--- src/rtl/core/vdcd_pkg.sv ---
// Package with the item types, register indexes and constants of the coordinate decoder.
`default_nettype none
package vdcd_pkg;

   localparam int unsigned SHIFT_W = 6;

   localparam logic [7:0] CONT_MASK  = 8'h80;
   localparam logic [7:0] SIGN_MASK  = 8'h40;
   localparam logic [6:0] GROUP_MASK = 7'h7F;
   localparam logic [6:0] LAST_MASK  = 7'h3F;

   localparam logic [31:0] MAG_ALL_ONES = 32'hFFFF_FFFF;
   localparam logic [31:0] NEG_LIMIT    = 32'h8000_0000;
   localparam logic [31:0] POS_LIMIT    = 32'h7FFF_FFFF;

   typedef enum logic {
      CSR_ORIGIN_LAT = 1'b0,
      CSR_ORIGIN_LON = 1'b1
   } csr_index_type;

   typedef struct packed {
      logic [7:0] data_byte;
      logic       list_start;
      logic       double_delta;
   } req_type;

   typedef struct packed {
      logic signed [31:0] node_lat;
      logic signed [31:0] node_lon;
      logic               decode_error;
   } rsp_type;

   typedef struct packed {
      logic               done;
      logic               error;
      logic signed [31:0] value;
   } vint_event_type;

endpackage
`default_nettype wire

--- src/rtl/core/vdcd_varint.sv ---
// Varint assembler: gathers the 7-bit groups of one signed varint and reports its value.
`default_nettype none
module vdcd_varint #(
   parameter int MAX_VARINT_BYTES = 5
) (
   input  wire logic                    clock,
   input  wire logic                    reset,
   input  wire logic                    step,
   input  wire logic                    discard,
   input  wire logic                    list_start,
   input  wire logic [7:0]              data_byte,
   output vdcd_pkg::vint_event_type     vint_event
);
   import vdcd_pkg::*;

   localparam logic [SHIFT_W-1:0] LAST_SHIFT = SHIFT_W'(7 * (MAX_VARINT_BYTES - 1));
   localparam logic [SHIFT_W-1:0] GROUP_BITS = SHIFT_W'(7);

   logic [31:0]        partial_ff, partial_in;
   logic [SHIFT_W-1:0] shift_ff, shift_in;

   logic [31:0]        part_cur;
   logic [SHIFT_W-1:0] shift_cur;
   logic [31:0]        merged;
   logic [6:0]         group;

   function automatic logic [31:0] merge_bits(input logic [31:0] part,
                                              input logic [SHIFT_W-1:0] sh,
                                              input logic [6:0] bits);
      logic [38:0] wide;
      wide = {32'd0, bits} << sh[4:0];
      if (bits == 7'd0) begin
         return part;
      end
      if (sh >= SHIFT_W'(32)) begin
         return MAG_ALL_ONES;
      end
      if (wide[38:32] != 7'd0) begin
         return MAG_ALL_ONES;
      end
      return part | wide[31:0];
   endfunction

   always_comb begin
      part_cur  = list_start ? 32'd0 : partial_ff;
      shift_cur = list_start ? '0 : shift_ff;
      group     = (data_byte[7] ? GROUP_MASK : LAST_MASK) & data_byte[6:0];
      merged    = merge_bits(part_cur, shift_cur, group);

      partial_in       = part_cur;
      shift_in         = shift_cur;
      vint_event.done  = 1'b0;
      vint_event.error = 1'b0;
      vint_event.value = '0;

      if (!discard) begin
         if ((data_byte & CONT_MASK) != 8'd0) begin
            if (shift_cur >= LAST_SHIFT) begin
               vint_event.error = step;
               partial_in       = 32'd0;
               shift_in         = '0;
            end else begin
               partial_in = merged;
               shift_in   = shift_cur + GROUP_BITS;
            end
         end else begin
            vint_event.done = step;
            partial_in      = 32'd0;
            shift_in        = '0;
            if ((data_byte & SIGN_MASK) != 8'd0) begin
               vint_event.value = (merged > NEG_LIMIT) ? NEG_LIMIT : (32'd0 - merged);
            end else begin
               vint_event.value = merged[31] ? POS_LIMIT : merged;
            end
         end
      end
   end

   always_ff @(posedge clock) begin
      if (reset) begin
         partial_ff <= 32'd0;
         shift_ff   <= '0;
      end else if (step) begin
         partial_ff <= partial_in;
         shift_ff   <= shift_in;
      end
   end

endmodule
`default_nettype wire

--- src/rtl/core/varint_delta_coordinate_decoder_unit.sv ---
// Top level of the signed varint delta coordinate decoder.
//
// The req channel carries one byte item of an encoded way-node list per cycle
// unless stalled, with list_start on the first byte of a list and double_delta
// giving the coding mode. The rsp channel gives one coordinate pair in
// microdegrees each time a latitude and a longitude varint have both completed,
// or one item with decode_error set when a varint runs past MAX_VARINT_BYTES
// bytes; the rest of that list is then dropped until the next list_start.
// The csr port writes the tile origin registers; csr_ready is always high.
// An accepted byte sits in the input register and is decoded from there, and
// the varint assembly and saturating adders write the result register, which
// drives rsp, when the byte advances. Throughput is one byte per cycle while
// no result waits under rsp_stall, set by the single pass from the input
// register to the result register.
// A synchronous reset clears the decode state, the origins and both valid
// registers. While the result waits under rsp_stall, one further byte still
// enters the input register; req_stall then stays high while that byte and the
// waiting result are both held, whether or not the byte completes a node.
`default_nettype none
module varint_delta_coordinate_decoder_unit #(
   parameter int MAX_VARINT_BYTES = 5,
   parameter int COORD_WIDTH      = 32
) (
   input  wire logic                    clock,
   input  wire logic                    reset,
   input  wire logic                    req_valid,
   output      logic                    req_stall,
   input  wire vdcd_pkg::req_type       req_data,
   output      logic                    rsp_valid,
   input  wire logic                    rsp_stall,
   output vdcd_pkg::rsp_type            rsp_data,
   input  wire logic                    csr_valid,
   output      logic                    csr_ready,
   input  wire vdcd_pkg::csr_index_type csr_index,
   input  wire logic [28:0]             csr_wdata
);
   import vdcd_pkg::*;

   localparam int SAT_W = (COORD_WIDTH < 32) ? COORD_WIDTH : 32;
   localparam logic signed [33:0] SAT_HI = (34'sd1 <<< (SAT_W - 1)) - 34'sd1;
   localparam logic signed [33:0] SAT_LO = -SAT_HI - 34'sd1;

   logic               in_valid_ff;
   req_type            in_ff;
   logic               advance;

   logic signed [27:0] origin_lat_ff;
   logic signed [28:0] origin_lon_ff;

   logic               lat_ready_ff, lat_ready_in;
   logic signed [31:0] pending_ff, pending_in;
   logic signed [31:0] lat_pos_ff, lat_pos_in;
   logic signed [31:0] lon_pos_ff, lon_pos_in;
   logic signed [31:0] prev_lat_ff, prev_lat_in;
   logic signed [31:0] prev_lon_ff, prev_lon_in;
   logic               first_ff, first_in;
   logic               discarding_ff, discarding_in;

   logic               rsp_valid_ff;
   rsp_type            rsp_data_ff, rsp_data_in;
   logic               has_result;

   logic               start;
   logic               discard_cur;
   vint_event_type     vint_event;
   logic signed [31:0] dd_lat, dd_lon;

   function automatic logic signed [31:0] sat_sum(input logic signed [31:0] a,
                                                  input logic signed [31:0] b);
      logic signed [33:0] sum;
      sum = {{2{a[31]}}, a} + {{2{b[31]}}, b};
      if (sum > SAT_HI) begin
         return SAT_HI[31:0];
      end
      if (sum < SAT_LO) begin
         return SAT_LO[31:0];
      end
      return sum[31:0];
   endfunction

   assign advance   = in_valid_ff && (!rsp_valid_ff || !rsp_stall);
   assign req_stall = in_valid_ff && !advance;
   assign rsp_valid = rsp_valid_ff;
   assign rsp_data  = rsp_data_ff;
   assign csr_ready = 1'b1;

   assign start       = in_ff.list_start;
   assign discard_cur = discarding_ff && !start;

   vdcd_varint #(
      .MAX_VARINT_BYTES(MAX_VARINT_BYTES)
   ) u_varint (
      .clock      (clock),
      .reset      (reset),
      .step       (advance),
      .discard    (discard_cur),
      .list_start (start),
      .data_byte  (in_ff.data_byte),
      .vint_event (vint_event)
   );

   always_comb begin
      lat_ready_in  = start ? 1'b0 : lat_ready_ff;
      pending_in    = start ? 32'sd0 : pending_ff;
      prev_lat_in   = start ? 32'sd0 : prev_lat_ff;
      prev_lon_in   = start ? 32'sd0 : prev_lon_ff;
      first_in      = start ? 1'b1 : first_ff;
      discarding_in = discard_cur;
      lat_pos_in    = lat_pos_ff;
      lon_pos_in    = lon_pos_ff;
      has_result    = 1'b0;
      rsp_data_in   = '0;

      dd_lat = sat_sum(prev_lat_in, pending_in);
      dd_lon = sat_sum(prev_lon_in, vint_event.value);

      if (vint_event.error) begin
         discarding_in            = 1'b1;
         lat_ready_in             = 1'b0;
         has_result               = 1'b1;
         rsp_data_in.decode_error = 1'b1;
      end else if (vint_event.done) begin
         if (!lat_ready_in) begin
            pending_in   = vint_event.value;
            lat_ready_in = 1'b1;
         end else begin
            lat_ready_in = 1'b0;
            has_result   = 1'b1;
            if (first_in) begin
               lat_pos_in  = sat_sum({{4{origin_lat_ff[27]}}, origin_lat_ff}, pending_in);
               lon_pos_in  = sat_sum({{3{origin_lon_ff[28]}}, origin_lon_ff},
                                     vint_event.value);
               prev_lat_in = 32'sd0;
               prev_lon_in = 32'sd0;
               first_in    = 1'b0;
            end else if (in_ff.double_delta) begin
               prev_lat_in = dd_lat;
               prev_lon_in = dd_lon;
               lat_pos_in  = sat_sum(lat_pos_ff, dd_lat);
               lon_pos_in  = sat_sum(lon_pos_ff, dd_lon);
            end else begin
               lat_pos_in = sat_sum(lat_pos_ff, pending_in);
               lon_pos_in = sat_sum(lon_pos_ff, vint_event.value);
            end
            rsp_data_in.node_lat = lat_pos_in;
            rsp_data_in.node_lon = lon_pos_in;
         end
      end
   end

   always_ff @(posedge clock) begin
      if (reset) begin
         in_valid_ff <= 1'b0;
      end else if (req_valid && !req_stall) begin
         in_valid_ff <= 1'b1;
      end else if (advance) begin
         in_valid_ff <= 1'b0;
      end
   end

   always_ff @(posedge clock) begin
      if (req_valid && !req_stall) begin
         in_ff <= req_data;
      end
   end

   always_ff @(posedge clock) begin
      if (reset) begin
         origin_lat_ff <= '0;
         origin_lon_ff <= '0;
      end else if (csr_valid && csr_ready) begin
         case (csr_index)
            CSR_ORIGIN_LAT: origin_lat_ff <= csr_wdata[27:0];
            CSR_ORIGIN_LON: origin_lon_ff <= csr_wdata;
            default: ;
         endcase
      end
   end

   always_ff @(posedge clock) begin
      if (reset) begin
         lat_ready_ff  <= 1'b0;
         pending_ff    <= '0;
         lat_pos_ff    <= '0;
         lon_pos_ff    <= '0;
         prev_lat_ff   <= '0;
         prev_lon_ff   <= '0;
         first_ff      <= 1'b1;
         discarding_ff <= 1'b0;
      end else if (advance) begin
         lat_ready_ff  <= lat_ready_in;
         pending_ff    <= pending_in;
         lat_pos_ff    <= lat_pos_in;
         lon_pos_ff    <= lon_pos_in;
         prev_lat_ff   <= prev_lat_in;
         prev_lon_ff   <= prev_lon_in;
         first_ff      <= first_in;
         discarding_ff <= discarding_in;
      end
   end

   always_ff @(posedge clock) begin
      if (reset) begin
         rsp_valid_ff <= 1'b0;
      end else if (advance && has_result) begin
         rsp_valid_ff <= 1'b1;
      end else if (!rsp_stall) begin
         rsp_valid_ff <= 1'b0;
      end
   end

   always_ff @(posedge clock) begin
      if (advance && has_result) begin
         rsp_data_ff <= rsp_data_in;
      end
   end

endmodule
`default_nettype wire

--- config.mk ---
export PLATFORM = sky130hd
export DESIGN_NAME = varint_delta_coordinate_decoder_unit
export DESIGN_NICKNAME = d
export VERILOG_FILES = /design/src/rtl/core/vdcd_pkg.sv /design/src/rtl/core/vdcd_varint.sv /design/src/rtl/core/varint_delta_coordinate_decoder_unit.sv
export SDC_FILE = /design/constraint.sdc
export NUM_CORES = 2
export LEC_CHECK = 0
export BUFFER_PORTS_ARGS = -buffer_cell sky130_fd_sc_hd__buf_2
export CORE_UTILIZATION = 55
export CTS_BUF_LIST = sky130_fd_sc_hd__clkbuf_8
export CTS_CLUSTER_SIZE = 14
export DETAILED_ROUTE_END_ITERATION = 7
export PLACE_DENSITY = 0.83
export SLEW_MARGIN = 10
export SYNTH_ARGS = -nofsm -noshare
export SYNTH_HDL_FRONTEND = slang
export SYNTH_HIERARCHICAL = 1
export SYNTH_SLANG_ARGS = --single-unit
--- constraint.sdc ---
create_clock -name clock -period 11.65 [get_ports clock]
set_clock_uncertainty 0.05 [all_clocks]
set_input_delay 1.165 -clock clock [delete_from_list [all_inputs] [get_ports clock]]
set_output_delay 1.165 -clock clock [all_outputs]
set_load 0.05 [all_outputs]
==> Word level (Yosys, flattened, before mapping) <==
Cells that the tools add are included.
{ "totals": {"latchBits": 0, "regBits": 335, "memories": 0, "output_inout_bits": 68, "ramBits": 0, "in_bits": 45, "mem_bits_ro": 0} }
{ "op_classes": {"muxes": 178, "n_lt_le_gt_ge": 19, "eq_ne": 1, "shift": 1, "n_bitwise": 6, "n_reduce_logical": 18, "n_mul": 0, "n_div": 0, "add_sub_neg": 10} }
{ "op_table": {"columns": ["operator", "count"], "rows": [
  ["2-to-1 mux 32 bit", 65],
  ["greater-than comparator 33 x 32 -> 1 bit (second input constant)", 8],
  ["less-than comparator 33 x 32 -> 1 bit (second input constant)", 8],
  ["adder 32 x 32 -> 33 bit", 6],
  ["2-to-1 mux 1 bit", 106],
  ["left shift 7 x 5 -> 39 bit", 1],
  ["2-to-1 mux 34 bit", 1],
  ["adder 28 x 32 -> 33 bit", 1],
  ["adder 29 x 32 -> 33 bit", 1],
  ["greater-than comparator 32 bit (second input constant)", 1],
  ["bitwise OR 32 bit", 1],
  ["subtractor 1 x 32 -> 32 bit (first input constant)", 1],
  ["2-to-1 mux 31 bit", 1],
  ["2-to-1 mux 6 bit", 4],
  ["bitwise AND 7 bit", 1],
  ["zero test 7 bit", 1],
  ["2-to-1 mux 7 bit", 1],
  ["nonzero test 7 bit", 1],
  ["adder 6 x 3 -> 6 bit (second input constant)", 1],
  ["greater-or-equal comparator 6 x 5 -> 1 bit (second input constant)", 1],
  ["greater-or-equal comparator 6 bit (second input constant)", 1],
  ["logical AND 1 bit", 5],
  ["zero test 1 bit", 5],
  ["inverter 1 bit", 4],
  ["6 further kinds", 7]
]} }

==> Logic depth before layout (Yosys ltp) <==
{ "depth": {"depth_word": 39, "depth_mapped": 45, "mapped_depth_nobuf": 40} }

==> Cells and area by module <==
Netlist, hierarchy kept.
{ "modules_own_cells": {"columns": ["module", "instances", "area_each_um2", "seq_area_each_um2", "cells_per_inst"], "rows": [
  ["varint_delta_coordinate_decoder_unit", 1, 29630.9, 6696.4, 3934],
  ["vdcd_varint", 1, 4550.6, 760.7, 658]
]} }

==> Worst setup path after synthesis <==
No wires, ideal clock.
{ "synth_path": {"kind": "register to register", "from": "register in_ff (netlist bit start)", "to": "register rsp_data_ff (netlist bit rsp_data[24]), data pin", "synth_period_minus_slack_ns": 9.562, "n_path_buf": 16, "arrival_ns": 9.246, "slack_ns": 2.088, "path_stages_with_launch": 44, "required_time_ns": 11.334, "cell_sequence": "edfxtp_1 buf_6 buf_6 buf_6 buf_6 buf_6 buf_2 buf_2 buf_1 clkbuf_1 buf_1 clkbuf_1 nor2b_1 nor2_1 a21boi_0 a21oi_2 buf_6 a21oi_1 [... 8 more ...] a21o_1 nor2_1 mux2i_1 clkbuf_1 o21ai_0 ha_1 a21oi_1 o21a_1 o41ai_1 a31oi_1 a211o_1 and3_1 clkbuf_1 nor2_2 clkbuf_1 o21ai_0 a31oi_1 nor2_1"} }
{ "synth_lines": {"columns": ["item", "line", "rtl"], "rows": [
  ["start: declaration", "varint_delta_coordinate_decoder_unit.sv:44", "req_type in_ff;"],
  ["start signal: assignment", "varint_delta_coordinate_decoder_unit.sv:163", "in_ff <= req_data;"],
  ["end signal: assignment", "varint_delta_coordinate_decoder_unit.sv:214", "rsp_data_ff <= rsp_data_in;"],
  ["end: declaration", "varint_delta_coordinate_decoder_unit.sv:60", "rsp_type rsp_data_ff, rsp_data_in;"]
]} }

==> impl_metrics.tcl <==
set metrics [dict create \
    drv_cap 0 \
    ant_nets 0 \
    syn_area_mm2 0.0342 \
    gp_congestion 1.05 \
    dr.pass1.iters 6 \
    yosysWarningCount 6 \
    dp_slack_ns 0.359 \
    cts_resized 0 \
    area_delta_synth_final_pct 7.10 \
    min_path_type "register to register" \
    track_usage_pct 39.3 \
    finalWorstSetupSlack_ns 0.684 \
    cp-end-kind "register" \
    total_power_uw 3230 \
    yosys.area_share.simple_pct 20.5 \
    drcViolationCount 0 \
    antenna_found_initial 2 \
    num_rows 91 \
    async_flop_share_pct 0 \
    drtIter0Drc 4952 \
    crit_slowest_cell "a211oi_1" \
    cts_inserted_buffers 61 \
    wl_per_cell_um 23.8 \
    finalHoldViolCount 0 \
    hpwlAfterDp_um 96600 \
    path_max_fanout 27 \
    cp.arrival_ns 11.36 \
    holdBufCountCts 0 \
    fmax_mhz 91.2 \
    synth.mux.area_fraction_pct 0.567 \
    postCtsSetupBuffers 0 \
    drv_slew 0 \
    die-area_mm2 0.0631 \
    slew_headroom_pct 16.3 \
    period_share_pct 94.1 \
    grt-ovfl-total 0 \
    fin_nets 4789 \
    dieHeight_um 251 \
    htreeDepth 2 \
    yosys.area.top_type "dfxtp_1" \
    clk_pin_slew_ns 0.06 \
    required_ns 12.04 \
    critical_path_class "register to register" \
    clock-sinks 335 \
    viasPerCell 6.85 \
    cts_buffer_depth 3 \
    synthDistinctLibCells 126 \
    synth_edf_count 75 \
    startpoint_type "register" \
    powerDensity_mw_per_mm2 88.3 \
    grt_pass1_vias 33485 \
    design_area_mm2 0.0366 \
    synth_top_area_share_pct 15.2 \
    yosysSeqAreaShare_pct 21.8 \
    layout-drive-gt1-share_pct 10.1 \
    synth-compound-area-share_pct 35.1 \
    clock_latency_ns 0.75 \
    rsz0062_at_grt "false" \
    setup_tns_ns 0 \
    status "finished, final reports clean" \
    cts_tree "done" \
    syn_inst 4592 \
    finish.utilization_pct 59.4 \
    finalSetupViolations 0 \
    final_common_cell "a21oi_1" \
    vias 37142 \
    busiest_layer "met2" \
    syn-num-nets 4850 \
    synth_seq_cells 335 \
    core_mm2 0.0616 \
    max-vdd-ir-drop_uv 85.2 \
    use_met1_pct 53.1 \
    mostFrequentLayoutCells "a21oi_1, nand2_1, nor2_1" \
    die_w_um 251 \
    synthXorXnorAreaFrac_pct 7.87 \
    ys_top_cells_by_area "dfxtp_1, ha_1, a21oi_1" \
    p_leak_uw 0.0151 \
    cp_slowest_stage_delay_ns 0.60 \
    grt_pass1_wl_um 196000 \
    synthAdderAreaFrac_pct 8.79 \
    placed_cell_area_mm2 0.0352 \
    tightest_slew_ns 1.25 \
    final.min_clock_period_ns 10.97 \
    routed_wl_um 129000 \
    io_buffer_count 111 \
    path_buf_inv 3 \
    grtUsageMet2_pct 57.2 \
    critPathTopFamily "compound AO/OA/AOI/OAI gates" \
    synth-main-ff-cell "dfxtp_1" \
    ioPinCount 113 \
    synth_top_family_by_area "compound AO/OA/AOI/OAI gates" \
    root_buffer "clkbuf_8" \
    grt_max_degree 139 \
    initial_core_util_pct 55.5 \
    synth_area_per_cell_um2 7.44 \
    use_met3_pct 8.15 \
]
stage by stage:
step	hold slack, ns	instances
global route	0.415	5420
global placement	0.366	5305
floorplan	0.358	4592
detailed placement	0.385	5305
CTS	0.393	5419
finish	0.398	5420
logic make-up (layout without fill, tap and decap cells):
group / after synthesis / after routing
flip-flops: 335 / 335
buffers and inverters: 438 / 428
XOR/XNOR: 307 / 307
multiplexers: 19 / 19
AO/OA/AOI/OAI: 1803 / 1803
adder cells (fa/ha/maj): 242 / 242
AND/OR/NAND/NOR: 1447 / 1447
other: 1 / 2
metal layers:
| layer | vias up | wire length [um] |
|---|---|---|
| li1 | 16916 | - |
| met1 | 17256 | 52300 |
| met2 | 2479 | 52500 |
| met3 | 489 | 15300 |
| met4 | 2 | 9050 |
| met5 | - | 13 |
cell type report:
| cell class | instances | area (um2) |
|---|---|---|
| flip-flops and latches | 335 | 7460 |
| inverters | 107 | 405 |
| diodes | 1 | 2.50 |
| clock inverters | 35 | 274 |
| clock buffers | 79 | 1090 |
| well taps | 837 | 1050 |
| fillers | 5619 | 25000 |
| repair buffers | 207 | 1290 |
| multi-input cells | 3819 | 25000 |
worst reg2reg max path, delay by kind of cell (launching register included):
| kind | cells | cell delay, ns |
|---|---|---|
| AOI/OAI and AO/OA | 20 | 5.60 |
| and+or+nand+nor | 7 | 1.84 |
| adders and majority gates | 3 | 1.05 |
| buffers and inverters | 3 | 1.01 |
| DFF | 1 | 0.57 |
| muxes | 1 | 0.47 |
| xor gates and xnor gates | 1 | 0.12 |
cells in the mapped netlist (30+ instances only):
cell type,instances
nor2b_1,110
nor3_1,84
o21ai_0,387
inv_1,103
nand2_1,439
clkbuf_1,242
nand2b_1,46
and3_1,54
ha_1,207
a21oi_1,458
o21a_1,53
xnor2_1,203
a31oi_1,117
dfxtp_1,260
o22ai_1,30
a21o_1,143
edfxtp_1,75
a22oi_1,101
buf_2,48
o21bai_1,49
nand3_1,80
nor2_1,416
a211oi_1,31
nand4_1,32
o211ai_1,63
xor2_1,104
where the power goes:
group / total [uW] / internal, uW / switching [uW]
clock: 1300 / 699 / 596
combinational: 713 / 223 / 489
sequential: 1230 / 1200 / 27.4
state kept, by name (all words and copies together), names as in the netlist:
register and count:
rsp_data 65, lat_pos_ff 32, lon_pos_ff 32, pending_ff 32, prev_lat_ff 32, prev_lon_ff 32, u_varint/partial_ff 32, origin_lon_ff 29
origin_lat_ff 28, in_ff 9, u_varint/shift_ff 6, discarding_ff 1, first_ff 1, in_valid_ff 1, lat_ready_ff 1, rsp_valid 1
start 1
path summary, 6_finish.rpt:
check / from / to / slack [ns] / cells past startpoint
worst max register to register: start$_DFFE_PP_ / rsp_data[6]$_SDFFCE_PP0P_ / 0.68 / 35
worst min register to register: prev_lat_ff[19]$_SDFFE_PP0P_ / prev_lat_ff[19]$_SDFFE_PP0P_ / 0.40 / 2
worst max-delay path: start$_DFFE_PP_ / rsp_data[6]$_SDFFCE_PP0P_ / 0.68 / 35
worst min-delay path: prev_lat_ff[19]$_SDFFE_PP0P_ / prev_lat_ff[19]$_SDFFE_PP0P_ / 0.40 / 2
No activity file was read; power rests on OpenSTA's default activity.
